File: config.mk
export PLATFORM = sky130hd
export DESIGN_NAME = fdt_struct_token_walker_unit
export DESIGN_NICKNAME = d
export VERILOG_FILES = /design/src/design/fdtw_pkg.sv /design/src/design/fdtw_in_reg.sv /design/src/design/fdtw_walk.sv /design/src/design/fdt_struct_token_walker_unit.sv
export SDC_FILE = /design/constraint.sdc
export NUM_CORES = 1
export LEC_CHECK = 0
export BUFFER_PORTS_ARGS = -buffer_cell sky130_fd_sc_hd__buf_2
export CORE_MARGIN = 2
export CORE_UTILIZATION = 63
export DETAILED_ROUTE_END_ITERATION = 12
export PLACE_DENSITY_LB_ADDON = 0.05
export RECOVER_POWER = 25
export SLEW_MARGIN = 25
export SYNTH_ARGS = -nofsm -noshare
export SYNTH_HDL_FRONTEND = slang
export SYNTH_HIERARCHICAL = 1
export SYNTH_SLANG_ARGS = --single-unit
File: constraint.sdc
create_clock -name clk -period 9.22 [get_ports clk]
set_input_delay 1.383 -clock clk [delete_from_list [all_inputs] [get_ports clk]]
set_output_delay 1.383 -clock clk [all_outputs]
set_load 0.01 [all_outputs]
File: src/design/fdtw_pkg.sv
// Package for the flattened devicetree structure token walker.
// Holds the token codes, phase and event types and the result record; no dependencies.
package fdtw_pkg;

	localparam int MAX_DEPTH = 255;
	localparam int DEPTH_W   = $clog2(MAX_DEPTH + 1);
	localparam int WORD_W    = 32;
	localparam int SKIP_W    = 30;
	localparam int OUT_W     = 80;

	localparam logic [WORD_W-1:0] TOK_BEGIN   = 32'd1;
	localparam logic [WORD_W-1:0] TOK_ENDNODE = 32'd2;
	localparam logic [WORD_W-1:0] TOK_PROP    = 32'd3;
	localparam logic [WORD_W-1:0] TOK_NOP     = 32'd4;
	localparam logic [WORD_W-1:0] TOK_END     = 32'd9;

	typedef enum logic [2:0] {
		PH_TOKEN = 3'd0,
		PH_NAME  = 3'd1,
		PH_LEN   = 3'd2,
		PH_OFF   = 3'd3,
		PH_VALUE = 3'd4,
		PH_DONE  = 3'd5
	} phase_t;

	typedef enum logic [2:0] {
		EV_SKIP      = 3'd0,
		EV_BEGIN     = 3'd1,
		EV_PROP      = 3'd2,
		EV_END_NODE  = 3'd3,
		EV_NOP       = 3'd4,
		EV_END       = 3'd5,
		EV_BAD_TOKEN = 3'd6,
		EV_AFTER_END = 3'd7
	} event_t;

	typedef struct packed {
		logic        depth_error;
		logic [31:0] name_offset;
		logic [31:0] value_len;
		logic [7:0]  depth;
		event_t      event_res;
	} result_t;

	function automatic logic has_zero_byte(input logic [WORD_W-1:0] w);
		return (w[31:24] == 8'd0) || (w[23:16] == 8'd0) ||
			(w[15:8] == 8'd0) || (w[7:0] == 8'd0);
	endfunction

endpackage

File: src/design/fdtw_in_reg.sv
// Input register of the token walker: holds one accepted word for the walk stage.
// Depends on fdtw_pkg for the word width.
module fdtw_in_reg (
	input  logic                       clk,
	input  logic                       arst_n,
	input  logic                       in_valid,
	output logic                       in_ready,
	input  logic [fdtw_pkg::WORD_W-1:0] in_word,
	input  logic                       take,
	output logic                       vld_s1,
	output logic [fdtw_pkg::WORD_W-1:0] word_s1
);
	import fdtw_pkg::*;

	// The register may refill in the same cycle as its word moves on.
	assign in_ready = !vld_s1 || take;

	always_ff @(posedge clk or negedge arst_n) begin
		if (!arst_n) begin
			vld_s1 <= 1'b0;
		end else if (in_ready) begin
			vld_s1 <= in_valid;
		end
	end

	always_ff @(posedge clk) begin
		if (in_valid && in_ready) begin
			word_s1 <= in_word;
		end
	end

endmodule

File: src/design/fdtw_walk.sv
// Walk stage: phase, nesting depth, skip count and held length, with the event logic.
// Depends on fdtw_pkg for tokens, phases, events and the result record.
module fdtw_walk (
	input  logic                       clk,
	input  logic                       arst_n,
	input  logic                       take,
	input  logic [fdtw_pkg::WORD_W-1:0] word_s1,
	output fdtw_pkg::result_t          res
);
	import fdtw_pkg::*;

	localparam logic [DEPTH_W-1:0] DEPTH_MAX = DEPTH_W'(MAX_DEPTH);

	phase_t              phase_q, phase_d;
	logic [DEPTH_W-1:0]  nest_q, nest_d;
	logic [SKIP_W-1:0]   skip_q, skip_d, skip_dec;
	logic [WORD_W-1:0]   len_q, len_d;
	logic [WORD_W-1:0]   len_round;

	// Rounding up to whole words wraps at 32 bits, as the length adder does.
	assign len_round = len_q + 32'd3;
	assign skip_dec  = (skip_q != '0) ? skip_q - SKIP_W'(1) : skip_q;

	always_comb begin
		phase_d = phase_q;
		nest_d  = nest_q;
		skip_d  = skip_q;
		len_d   = len_q;
		res.event_res   = EV_SKIP;
		res.depth       = 8'(nest_q);
		res.value_len   = '0;
		res.name_offset = '0;
		res.depth_error = 1'b0;
		unique case (phase_q)
			PH_NAME: begin
				if (has_zero_byte(word_s1)) begin
					phase_d = PH_TOKEN;
				end
			end
			PH_LEN: begin
				len_d   = word_s1;
				phase_d = PH_OFF;
			end
			PH_OFF: begin
				res.event_res   = EV_PROP;
				res.value_len   = len_q;
				res.name_offset = word_s1;
				skip_d          = len_round[31:2];
				phase_d         = (len_round[31:2] != '0) ? PH_VALUE : PH_TOKEN;
			end
			PH_VALUE: begin
				skip_d = skip_dec;
				if (skip_dec == '0) begin
					phase_d = PH_TOKEN;
				end
			end
			PH_DONE: begin
				res.event_res = EV_AFTER_END;
			end
			PH_TOKEN: begin
				priority if (word_s1 == TOK_BEGIN) begin
					res.event_res = EV_BEGIN;
					if (nest_q >= DEPTH_MAX) begin
						nest_d          = DEPTH_MAX;
						res.depth_error = 1'b1;
					end else begin
						nest_d = nest_q + DEPTH_W'(1);
					end
					phase_d = PH_NAME;
				end else if (word_s1 == TOK_ENDNODE) begin
					res.event_res = EV_END_NODE;
					if (nest_q == '0) begin
						res.depth_error = 1'b1;
					end else begin
						nest_d    = nest_q - DEPTH_W'(1);
						res.depth = 8'(nest_q - DEPTH_W'(1));
					end
				end else if (word_s1 == TOK_PROP) begin
					phase_d = PH_LEN;
				end else if (word_s1 == TOK_NOP) begin
					res.event_res = EV_NOP;
				end else if (word_s1 == TOK_END) begin
					res.event_res = EV_END;
					phase_d       = PH_DONE;
				end else begin
					res.event_res = EV_BAD_TOKEN;
				end
			end
			default: begin
				res.event_res = EV_BAD_TOKEN;
			end
		endcase
	end

	always_ff @(posedge clk or negedge arst_n) begin
		if (!arst_n) begin
			phase_q <= PH_TOKEN;
			nest_q  <= '0;
			skip_q  <= '0;
			len_q   <= '0;
		end else if (take) begin
			phase_q <= phase_d;
			nest_q  <= nest_d;
			skip_q  <= skip_d;
			len_q   <= len_d;
		end
	end

endmodule

File: src/design/fdt_struct_token_walker_unit.sv
// Channel   Dir  Width  Contents
// s_axis    in   32     structure-block word, first byte in bits 31:24
// m_axis    out  80     event_res, depth, value_len, name_offset, depth_error
//
// Each word gives exactly one result. A word is held in the input register and is
// resolved by the walk stage into the result register; one word per cycle is sustained
// while m_axis is not stalled. arst_n clears the phase, depth, skip count, held length
// and both valid flags. A stall on m_axis holds the result register; the input
// register keeps taking words until it too is full.
// Top level of the token walker; uses fdtw_pkg, fdtw_in_reg and fdtw_walk.
module fdt_struct_token_walker_unit (
	input  logic        clk,
	input  logic        arst_n,
	input  logic        s_axis_tvalid,
	output logic        s_axis_tready,
	input  logic [31:0] s_axis_tdata,  // [31:0] word
	output logic        m_axis_tvalid,
	input  logic        m_axis_tready,
	output logic [79:0] m_axis_tdata   // [2:0] event_res, [10:3] depth, [42:11] value_len,
	                                   // [74:43] name_offset, [75] depth_error, rest zero
);
	import fdtw_pkg::*;

	logic              vld_s1;
	logic [WORD_W-1:0] word_s1;
	logic              take;
	result_t           res;
	logic              vld_s2;
	result_t           res_s2;

	// A word leaves the input register whenever the result register is free or draining.
	assign take = vld_s1 && (!vld_s2 || m_axis_tready);

	fdtw_in_reg u_in_reg (
		.clk      (clk),
		.arst_n   (arst_n),
		.in_valid (s_axis_tvalid),
		.in_ready (s_axis_tready),
		.in_word  (s_axis_tdata),
		.take     (take),
		.vld_s1   (vld_s1),
		.word_s1  (word_s1)
	);

	fdtw_walk u_walk (
		.clk     (clk),
		.arst_n  (arst_n),
		.take    (take),
		.word_s1 (word_s1),
		.res     (res)
	);

	always_ff @(posedge clk or negedge arst_n) begin
		if (!arst_n) begin
			vld_s2 <= 1'b0;
		end else if (take) begin
			vld_s2 <= 1'b1;
		end else if (m_axis_tready) begin
			vld_s2 <= 1'b0;
		end
	end

	always_ff @(posedge clk) begin
		if (take) begin
			res_s2 <= res;
		end
	end

	assign m_axis_tvalid = vld_s2;
	assign m_axis_tdata  = OUT_W'(res_s2);

endmodule

# ---- Yosys cells after proc, flatten, opt, wreduce, memory -nomap -nowiden
# Index checks and enable logic that the tools add are counted.
dict set report totals {
  inputBits 36
  ff_bits 183
  word_cells 87
  output_inout_bits 82
}
dict set report op_classes {
  reduce_logical 26
  n_eq_ne 15
  mux 29
  n_lt_le_gt_ge 1
  add_sub_neg 4
}
# cell n
set ops {}
lappend ops {{$eq A32 B2 Y1 const B} 2}
lappend ops {{$pmux W30 S2} 1}
lappend ops {{$reduce_bool A30 Y1} 2}
lappend ops {{$mux W8} 6}
lappend ops {{$logic_not A8 Y1} 5}
lappend ops {{$mux W3} 11}
lappend ops {{$add A32 B2 Y32 const B} 1}
lappend ops {{$eq A32 B1 Y1 const B} 1}
lappend ops {{$eq A32 B3 Y1 const B} 1}
lappend ops {{$eq A32 B4 Y1 const B} 1}
lappend ops {{$logic_not A30 Y1} 1}
lappend ops {{$mux W30} 1}
lappend ops {{$sub A30 B1 Y30 const B} 1}
lappend ops {{$pmux W3 S5} 1}
lappend ops {{$pmux W3 S4} 1}
lappend ops {{$add A8 B1 Y8 const B} 1}
lappend ops {{$ge A8 B8 Y1 const B} 1}
lappend ops {{$sub A8 B1 Y8 const B} 1}
lappend ops {{$reduce_and A7 Y1} 1}
lappend ops {{$eq A3 B2 Y1 const B} 2}
lappend ops {{$eq A3 B3 Y1 const B} 2}
lappend ops {{$mux W1} 6}
lappend ops {{$reduce_and A2 Y1} 3}
lappend ops {{$logic_or A1 B1 Y1} 5}
lappend ops {{12 further kinds} 17}

# ---- Longest topological paths before layout
# Gate-level depths: netlist of the first run.
dict set report depth {
  ltp_word 7
  mapped_depth 9
  ltp_nobuf 9
}

# ---- Hierarchy
# Netlist of the first run, hierarchy kept.
# module instances area_per_inst_um2 seq_area_each_um2 cells_per_inst
set by_module_without_submodules {}
lappend by_module_without_submodules {fdtw_walk 1 5988.2 1826.8 737}
lappend by_module_without_submodules {fdt_struct_token_walker_unit 1 2359.8 2307.2 85}
lappend by_module_without_submodules {fdtw_in_reg 1 1014.7 985.9 36}

# ---- Worst setup path after synthesis of the first run
# Ideal clock, no wire load.
dict set report synth_path {
  path_kind {input to output}
  start {input port m_axis_tready}
  end {output port s_axis_tready}
  cell_stages 3
  slack_ps 4002
  t_required_ps 7837
  n_path_buf 0
  arrival_ps 3835
  cell_sequence {nand2b_1 > and2_1 > nand2b_4}
}
dict set report synth_via {
  elab_chain_len 3
}
# element line
set synth_lines {}
lappend synth_lines {{from (decl)} fdt_struct_token_walker_unit.sv:18} ;# input logic m_axis_tready,
lappend synth_lines {{$logic_or A1 B1 Y1} fdt_struct_token_walker_unit.sv:32} ;# assign take = vld_s1 && (!vld_s2 || m_axis_tready);
lappend synth_lines {{$logic_and A1 B1 Y1} fdt_struct_token_walker_unit.sv:32}
lappend synth_lines {{via take} fdt_struct_token_walker_unit.sv:26} ;# logic take;
lappend synth_lines {{$logic_or A1 B1 Y1} fdtw_in_reg.sv:16} ;# assign in_ready = !vld_s1 || take;
lappend synth_lines {{to (decl)} fdt_struct_token_walker_unit.sv:15} ;# output logic s_axis_tready,
# The timed path passes the listed nets, and every way through them passes these cells.

==> flow_summary.json, run 1 <==
{
  "first_iter_violations": 863,
  "grt_pass1_wl_um": 37500,
  "synth.top_cells.by_area": "edfxtp_1 (35%), dfrtp_1 (20%), and2_1 (4.1%), mux2_2 (3.8%), o21ai_0 (3.1%)",
  "end_kind": "asynchronous set/reset pin",
  "die_w_um": 125.9,
  "syn_inst": 858,
  "clockBufferDepth": 2,
  "layout_commonest_cell": "buf_2",
  "wl_met2_um": 11990,
  "cpLargestDelayFamily": "buffers and inverters",
  "hold_viol_final": 0,
  "cp-start-kind": "primary input",
  "wl_met3_um": 1747,
  "hold_path_class": "reg2reg",
  "die_y_um": 125.9,
  "cap_violations": 1,
  "io_buffers": 113,
  "die-area_mm2": 0.01585,
  "netlist_area_mm2": 0.009363,
  "ys_ff_latch": 183,
  "cts_resized": 0,
  "place.gp.congestion": 0.9414,
  "critPathSlowestCell": "clkbuf_1",
  "htreeDepth": 4,
  "grt_util_all_layers_pct": 29.91,
  "synth_ff_type": "edfxtp_1",
  "setup_tns_ns": 0,
  "synth_async_sr_flop_share_pct": 40.98,
  "relSlewSlack_pct": -183.4,
  "antenna_found_initial": 1,
  "layout.cells.non_filler": 1145,
  "yosysTopAreaCell": "edfxtp_1",
  "viasPerCell": 6.520,
  "cts-buffers-inserted": 17,
  "synth_edf_count": 108,
  "worstPathCellList": "buf_2, clkbuf_1",
  "first_pass_iters": 7,
  "drive_above_1_share_pct": 22.71,
  "synthDistinctLibCells": 73,
  "gr-total-overflow": 0,
  "fin_crit_ns": 4.961,
  "top_layer_used": "met4",
  "report.final.slew_viol_count": 76,
  "io_pins": 118,
  "hpwl_um": 15770,
  "cts_hold_buf": 0,
  "totalWireLength_um": 23410,
  "power_density_mw_per_mm2": 225.8,
  "clkLatencyLatePin_ns": 0.43,
  "fillers": 1033,
  "initial_utilization_pct": 64.42,
  "hold-path-cell-count": 2,
  "cts-root-buf": "clkbuf_16",
  "synth_top_area_share_pct": 34.64,
  "syn2layout_area_growth_pct": 13.24,
  "worst_slew_pin_slew_ns": 4.251,
  "drc_errors": 0,
  "vias": 7465,
  "syn_avg_cell_area_um2": 10.91,
  "synth-seq-area-share_pct": 54.68,
  "routedWlPerCell_um": 20.45,
  "arrival_ns": 4.51,
  "crit_path_max_fanout": 75,
  "r2r_start": "u_walk/skip_q[7]$_DFFE_PN0P_",
  "rsz0062_at_grt": "false",
  "clock-sinks": 183,
  "synth_warnings": 6,
  "r2r_end": "u_walk/phase_q[2]$_DFFE_PN0P_",
  "crit_buf_inv": 2,
  "skew_ns": 0.01005,
  "setup.worst_path.end": "u_walk/skip_q[12]$_DFFE_PN0P_",
  "drt-met1-wl_um": 9108,
  "grt_max_degree": 76,
  "rows": 44,
  "ff2ff_path_depth": 7,
  "crit_cells": 2,
  "layout_setup_ws_ns": 4.259,
  "cts_tree": "built",
  "drt.antenna.violating_nets": 0,
  "clk_pin_slew_ns": 0.07,
  "worstSetupPathType": "in2async",
  "final-setup-viol-count": 0,
  "irDropWorstVdd_mv": 0.1409,
  "dp_cells": 1112,
  "critPathMaxStageDelay_ns": 2.96,
  "total_power_mw": 2.394,
  "finalNetCount": 987,
  "violations": "max-capacitance violations, max-slew violations",
  "grt_pass1_vias": 7284,
  "post-cts-setup-buffers": 0,
  "core_area_mm2": 0.01453,
  "p_leak_nw": 4.261,
  "pre_cts_slack_ns": 4.950,
  "outcome": "complete, but fails checks",
  "fmax_mhz": 201.6,
  "r2r_slack_ns": 5.96,
  "period_share_pct": 53.81,
  "layout_common_cells": "buf_2 (111), edfxtp_1 (108), dfrtp_1 (75), and2_1 (61)",
  "crit_start": "arst_n",
  "worstPathRequired_ns": 8.76
}
==> stage by stage <==
step / util [%] / area (um2) / hold WS, ns
3_5_place_dp: 68.60 / 9970 / 0.5050
6_report: 72.95 / 10600 / 0.5187
2_1_floorplan: - / 9374 / 0.4681
4_1_cts: 72.94 / 10600 / 0.5247
5_1_grt: 72.95 / 10600 / 0.5585
3_3_place_gp: 68.60 / 9970 / 0.4912
==> per-layer routing <==
| layer | GRT usage, % | vias up |
|---|---|---|
| li1 | - | 3380 |
| met1 | 37.95 | 3655 |
| met2 | 51.17 | 366 |
| met3 | 6.457 | 64 |
| met4 | 10.47 | 0 |
| met5 | 0 | - |
==> report_power, final <==
part | total [mW] | leakage (nW) | internal [mW] | switching, mW
sequential | 1.06 | 2.04 | 0.956 | 0.100
combinational | 0.575 | 1.92 | 0.196 | 0.379
clock | 0.763 | 0.302 | 0.417 | 0.346
==> Yosys cell counts, types with 3 or more instances <==
library cell / instances
a32oi_1: 6
nor2_1: 59
dfrtp_1: 75
xor2_1: 16
inv_1: 19
clkbuf_1: 41
a22oi_1: 7
or4_1: 8
ha_1: 4
nor3_2: 3
nor4_1: 22
o211ai_1: 7
and3_1: 6
buf_2: 3
buf_4: 6
xnor2_1: 18
nand3_1: 27
nor3_1: 34
nand2_1: 58
o22a_1: 5
mux2_2: 32
nor4_4: 3
a211oi_1: 4
mux2i_1: 4
and2_1: 62
o31ai_1: 5
nor4_2: 5
buf_6: 5
o22ai_1: 8
and4_1: 8
nand2b_1: 3
o21ai_0: 58
a21oi_1: 38
a31oi_1: 12
o21a_1: 3
a22o_1: 5
or3_1: 8
nor4b_1: 4
nand4_1: 13
o2111ai_1: 4
edfxtp_1: 108
==> cells by family after synthesis <==
family                     count (synthesis)  share of synthesized area [%]
other                                      1                        0.04005
buffers and inverters                     76                          3.902
muxes                                     36                          4.276
AOI/OAI and AO/OA                        184                          12.56
DFF                                      183                          54.68
adders and majority gates                  4                         0.5346
xor gates and xnor gates                  34                          3.180
and+or+nand+nor                          340                          20.82
==> state kept, by name (all words and copies together), names as in the netlist <==
name and flops:
m_axis_tvalid 1, u_in_reg/word_s1 32, u_in_reg/vld_s1 1, u_walk/len_q 32
u_walk/nest_q 8, m_axis_tdata 76, u_walk/skip_q 30, u_walk/phase_q 3
==> cell type report <==
cell class / count / area [um2] / share of cell area (%)
Multi-Input combinational cell: 602 / 3905 / 36.83
Clock buffer: 17 / 425.4 / 4.012
Timing Repair Buffer: 124 / 641.9 / 6.054
Tap cell: 184 / 230.2 / 2.171
Clock inverter: 15 / 206.4 / 1.947
Inverter: 19 / 71.32 / 0.6726
Sequential cell: 183 / 5120 / 48.29
Antenna cell: 1 / 2.502 / 0.02360
==> how the worst min path moves through the flow <==
stage	from	to	slack (ns)
final	m_axis_tvalid$_DFFE_PN0P_	m_axis_tvalid$_DFFE_PN0P_	0.52
after global routing	m_axis_tvalid$_DFFE_PN0P_	m_axis_tvalid$_DFFE_PN0P_	0.56
after CTS	m_axis_tvalid$_DFFE_PN0P_	m_axis_tvalid$_DFFE_PN0P_	0.52
after detailed placement	m_axis_tvalid$_DFFE_PN0P_	m_axis_tvalid$_DFFE_PN0P_	0.51
after global placement	m_axis_tvalid$_DFFE_PN0P_	m_axis_tvalid$_DFFE_PN0P_	0.49
after floorplan	u_in_reg/word_s1[18]$_DFFE_PP_	u_walk/len_q[18]$_DFFE_PN0P_	0.47
Power figures use the tool's default switching activity.
==> inputs of run 2 (changes only) <==
--- a/config.mk
+++ b/config.mk
@@ -7,7 +7,7 @@
 export LEC_CHECK = 0
 export BUFFER_PORTS_ARGS = -buffer_cell sky130_fd_sc_hd__buf_2
 export CORE_MARGIN = 2
-export CORE_UTILIZATION = 63
+export CORE_UTILIZATION = 58
 export DETAILED_ROUTE_END_ITERATION = 12
 export PLACE_DENSITY_LB_ADDON = 0.05
 export RECOVER_POWER = 25
==> constraint.sdc (replaced) <==
create_clock -name clk -period 4.59 [get_ports clk]
set_input_delay 0.6885 -clock clk [delete_from_list [all_inputs] [get_ports clk]]
set_output_delay 0.6885 -clock clk [all_outputs]
set_load 0.01 [all_outputs]
==> flow_summary.json, run 2 (synthesis results as in run 1) <==
{
  "cts_resized": 0,
  "dp_cells": 1146,
  "die-area_mm2": 0.01718,
  "clock-sinks": 183,
  "first_pass_iters": 6,
  "cp-start-kind": "register",
  "finalNetCount": 989,
  "holdWs_ns": 0.4235,
  "rows": 46,
  "worstPathRequired_ns": 3.90,
  "final-setup-viol-count": 0,
  "fin_util_pct": 67.09,
  "min_from": "s_axis_tdata[4]",
  "crit_path_max_fanout": 29,
  "worst_slew_pin_slew_ns": 1.881,
  "fmax_mhz": 293.6,
  "clockBufferDepth": 2,
  "layout_commonest_cell": "buf_2",
  "htreeDepth": 4,
  "cts-root-buf": "clkbuf_16",
  "io_pins": 118,
  "cts_hold_buf": 0,
  "total_power_mw": 4.744,
  "totalWireLength_um": 24230,
  "r2r_end": "u_walk/skip_q[12]$_DFFE_PN0P_",
  "setup_tns_ns": 0,
  "drive_above_1_share_pct": 22.66,
  "relSlewSlack_pct": -25.46,
  "cap_violations": 1,
  "post-cts-setup-buffers": 0,
  "cts_tree": "built",
  "place.gp.congestion": 0.9947,
  "r2r_slack_ns": 1.21,
  "core_area_mm2": 0.01583,
  "die_w_um": 131.1,
  "cts-buffers-inserted": 17,
  "rsz0062_at_grt": "false",
  "hold_path_class": "in2reg",
  "hold_viol_final": 0,
  "initial_utilization_pct": 59.15,
  "antenna_found_initial": 0,
  "first_iter_violations": 805,
  "clkLatencyLatePin_ns": 0.43,
  "viasPerCell": 6.227,
  "fin_crit_ns": 3.406,
  "worstSetupPathType": "reg2out",
  "pre_cts_slack_ns": 1.673,
  "layout_common_cells": "buf_2 (112), edfxtp_1 (108), dfrtp_1 (75), and2_1 (61)",
  "arrival_ns": 2.72,
  "syn2layout_area_growth_pct": 13.42,
  "hold-path-cell-count": 1,
  "violations": "max-capacitance violations, max-slew violations",
  "grt_pass1_wl_um": 38130,
  "gr-total-overflow": 0,
  "outcome": "complete, but fails checks",
  "grt_pass1_vias": 6888,
  "grt_max_degree": 61,
  "holdPathEnd": "u_in_reg/word_s1[4]$_DFFE_PP_",
  "grt_util_all_layers_pct": 29.50,
  "power_density_mw_per_mm2": 446.8,
  "io_buffers": 113,
  "vias": 7335,
  "drt.antenna.violating_nets": 0,
  "diodes": 0,
  "period_share_pct": 74.20,
  "die_y_um": 131.1,
  "drc_errors": 0,
  "finish.instance_area_mm2": 0.01062,
  "routedWlPerCell_um": 20.57,
  "irDropWorstVdd_mv": 0.2957,
  "r2r_start": "m_axis_tvalid$_DFFE_PN0P_",
  "p_leak_nw": 4.260,
  "largest_reg_flops": 76,
  "hpwl_um": 16890,
  "skew_ns": 0.01112,
  "clk_pin_slew_ns": 0.08,
  "layout.cells.non_filler": 1178,
  "end_kind": "primary output",
  "layout_setup_ws_ns": 1.184,
  "placed_area_mm2": 0.01003,
  "report.final.slew_viol_count": 30,
  "ff2ff_path_depth": 7
}
## run 2: changes by cell type in the layout (fill, tap and decap cells not counted), moves of 2 or more
cell | previous run | this run
clkinvlp_4 | 2 | 0
bufinv_16 | 2 | 0
clkinv_8 | 3 | 6
inv_6 | 1 | 4
inv_8 | 5 | 3
buf_4 | 10 | 12
clkbuf_1 | 3 | 1
## run 2: per-layer routing
layer | GRT usage [%] | wire length, um
met4 | 9.574 | 652
met1 | 39.59 | 9985
met3 | 6.088 | 1654
met5 | 0 | 0
met2 | 48.49 | 11940
## run 2: how the worst max path moves through the flow
stage | slack [ns] | end | from | cells past startpoint
5_1_grt | 0.92 | u_walk/skip_q[12]$_DFFE_PN0P_ | m_axis_tvalid$_DFFE_PN0P_ | 7
6_report | 1.18 | s_axis_tready | m_axis_tvalid$_DFFE_PN0P_ | 4
4_1_cts | 1.64 | u_walk/nest_q[6]$_DFFE_PN0P_ | u_in_reg/word_s1[24]$_DFFE_PP_ | 7
2_1_floorplan | 0.44 | u_walk/len_q[10]$_DFFE_PN0P_ | m_axis_tready | 6
3_3_place_gp | 1.70 | u_walk/phase_q[2]$_DFFE_PN0P_ | u_walk/skip_q[9]$_DFFE_PN0P_ | 7
3_5_place_dp | 1.67 | u_walk/nest_q[6]$_DFFE_PN0P_ | u_in_reg/word_s1[24]$_DFFE_PP_ | 7
## run 2: critical path: stages (launching register included)
cell,delay [ns]
dfrtp_1,0.38
nand2b_1,0.09
and2_0,1.39
nand2b_1,0.28
buf_2,0.15
## run 2: layout make-up
class | instances | area [um2]
Inverter | 19 | 71.32
Clock buffer | 17 | 425.4
Sequential cell | 183 | 5120
Fill cell | 1185 | 5209
Multi-Input combinational cell | 602 | 3894
Clock inverter | 15 | 178.9
Timing Repair Buffer | 126 | 659.4
Tap cell | 216 | 270.3
## run 2: report_power, final
group	switching, mW	leakage, nW	internal [mW]	total [mW]
Clock	0.718	0.293	0.737	1.45
Combinational	0.772	1.93	0.397	1.17
Sequential	0.199	2.04	1.92	2.12
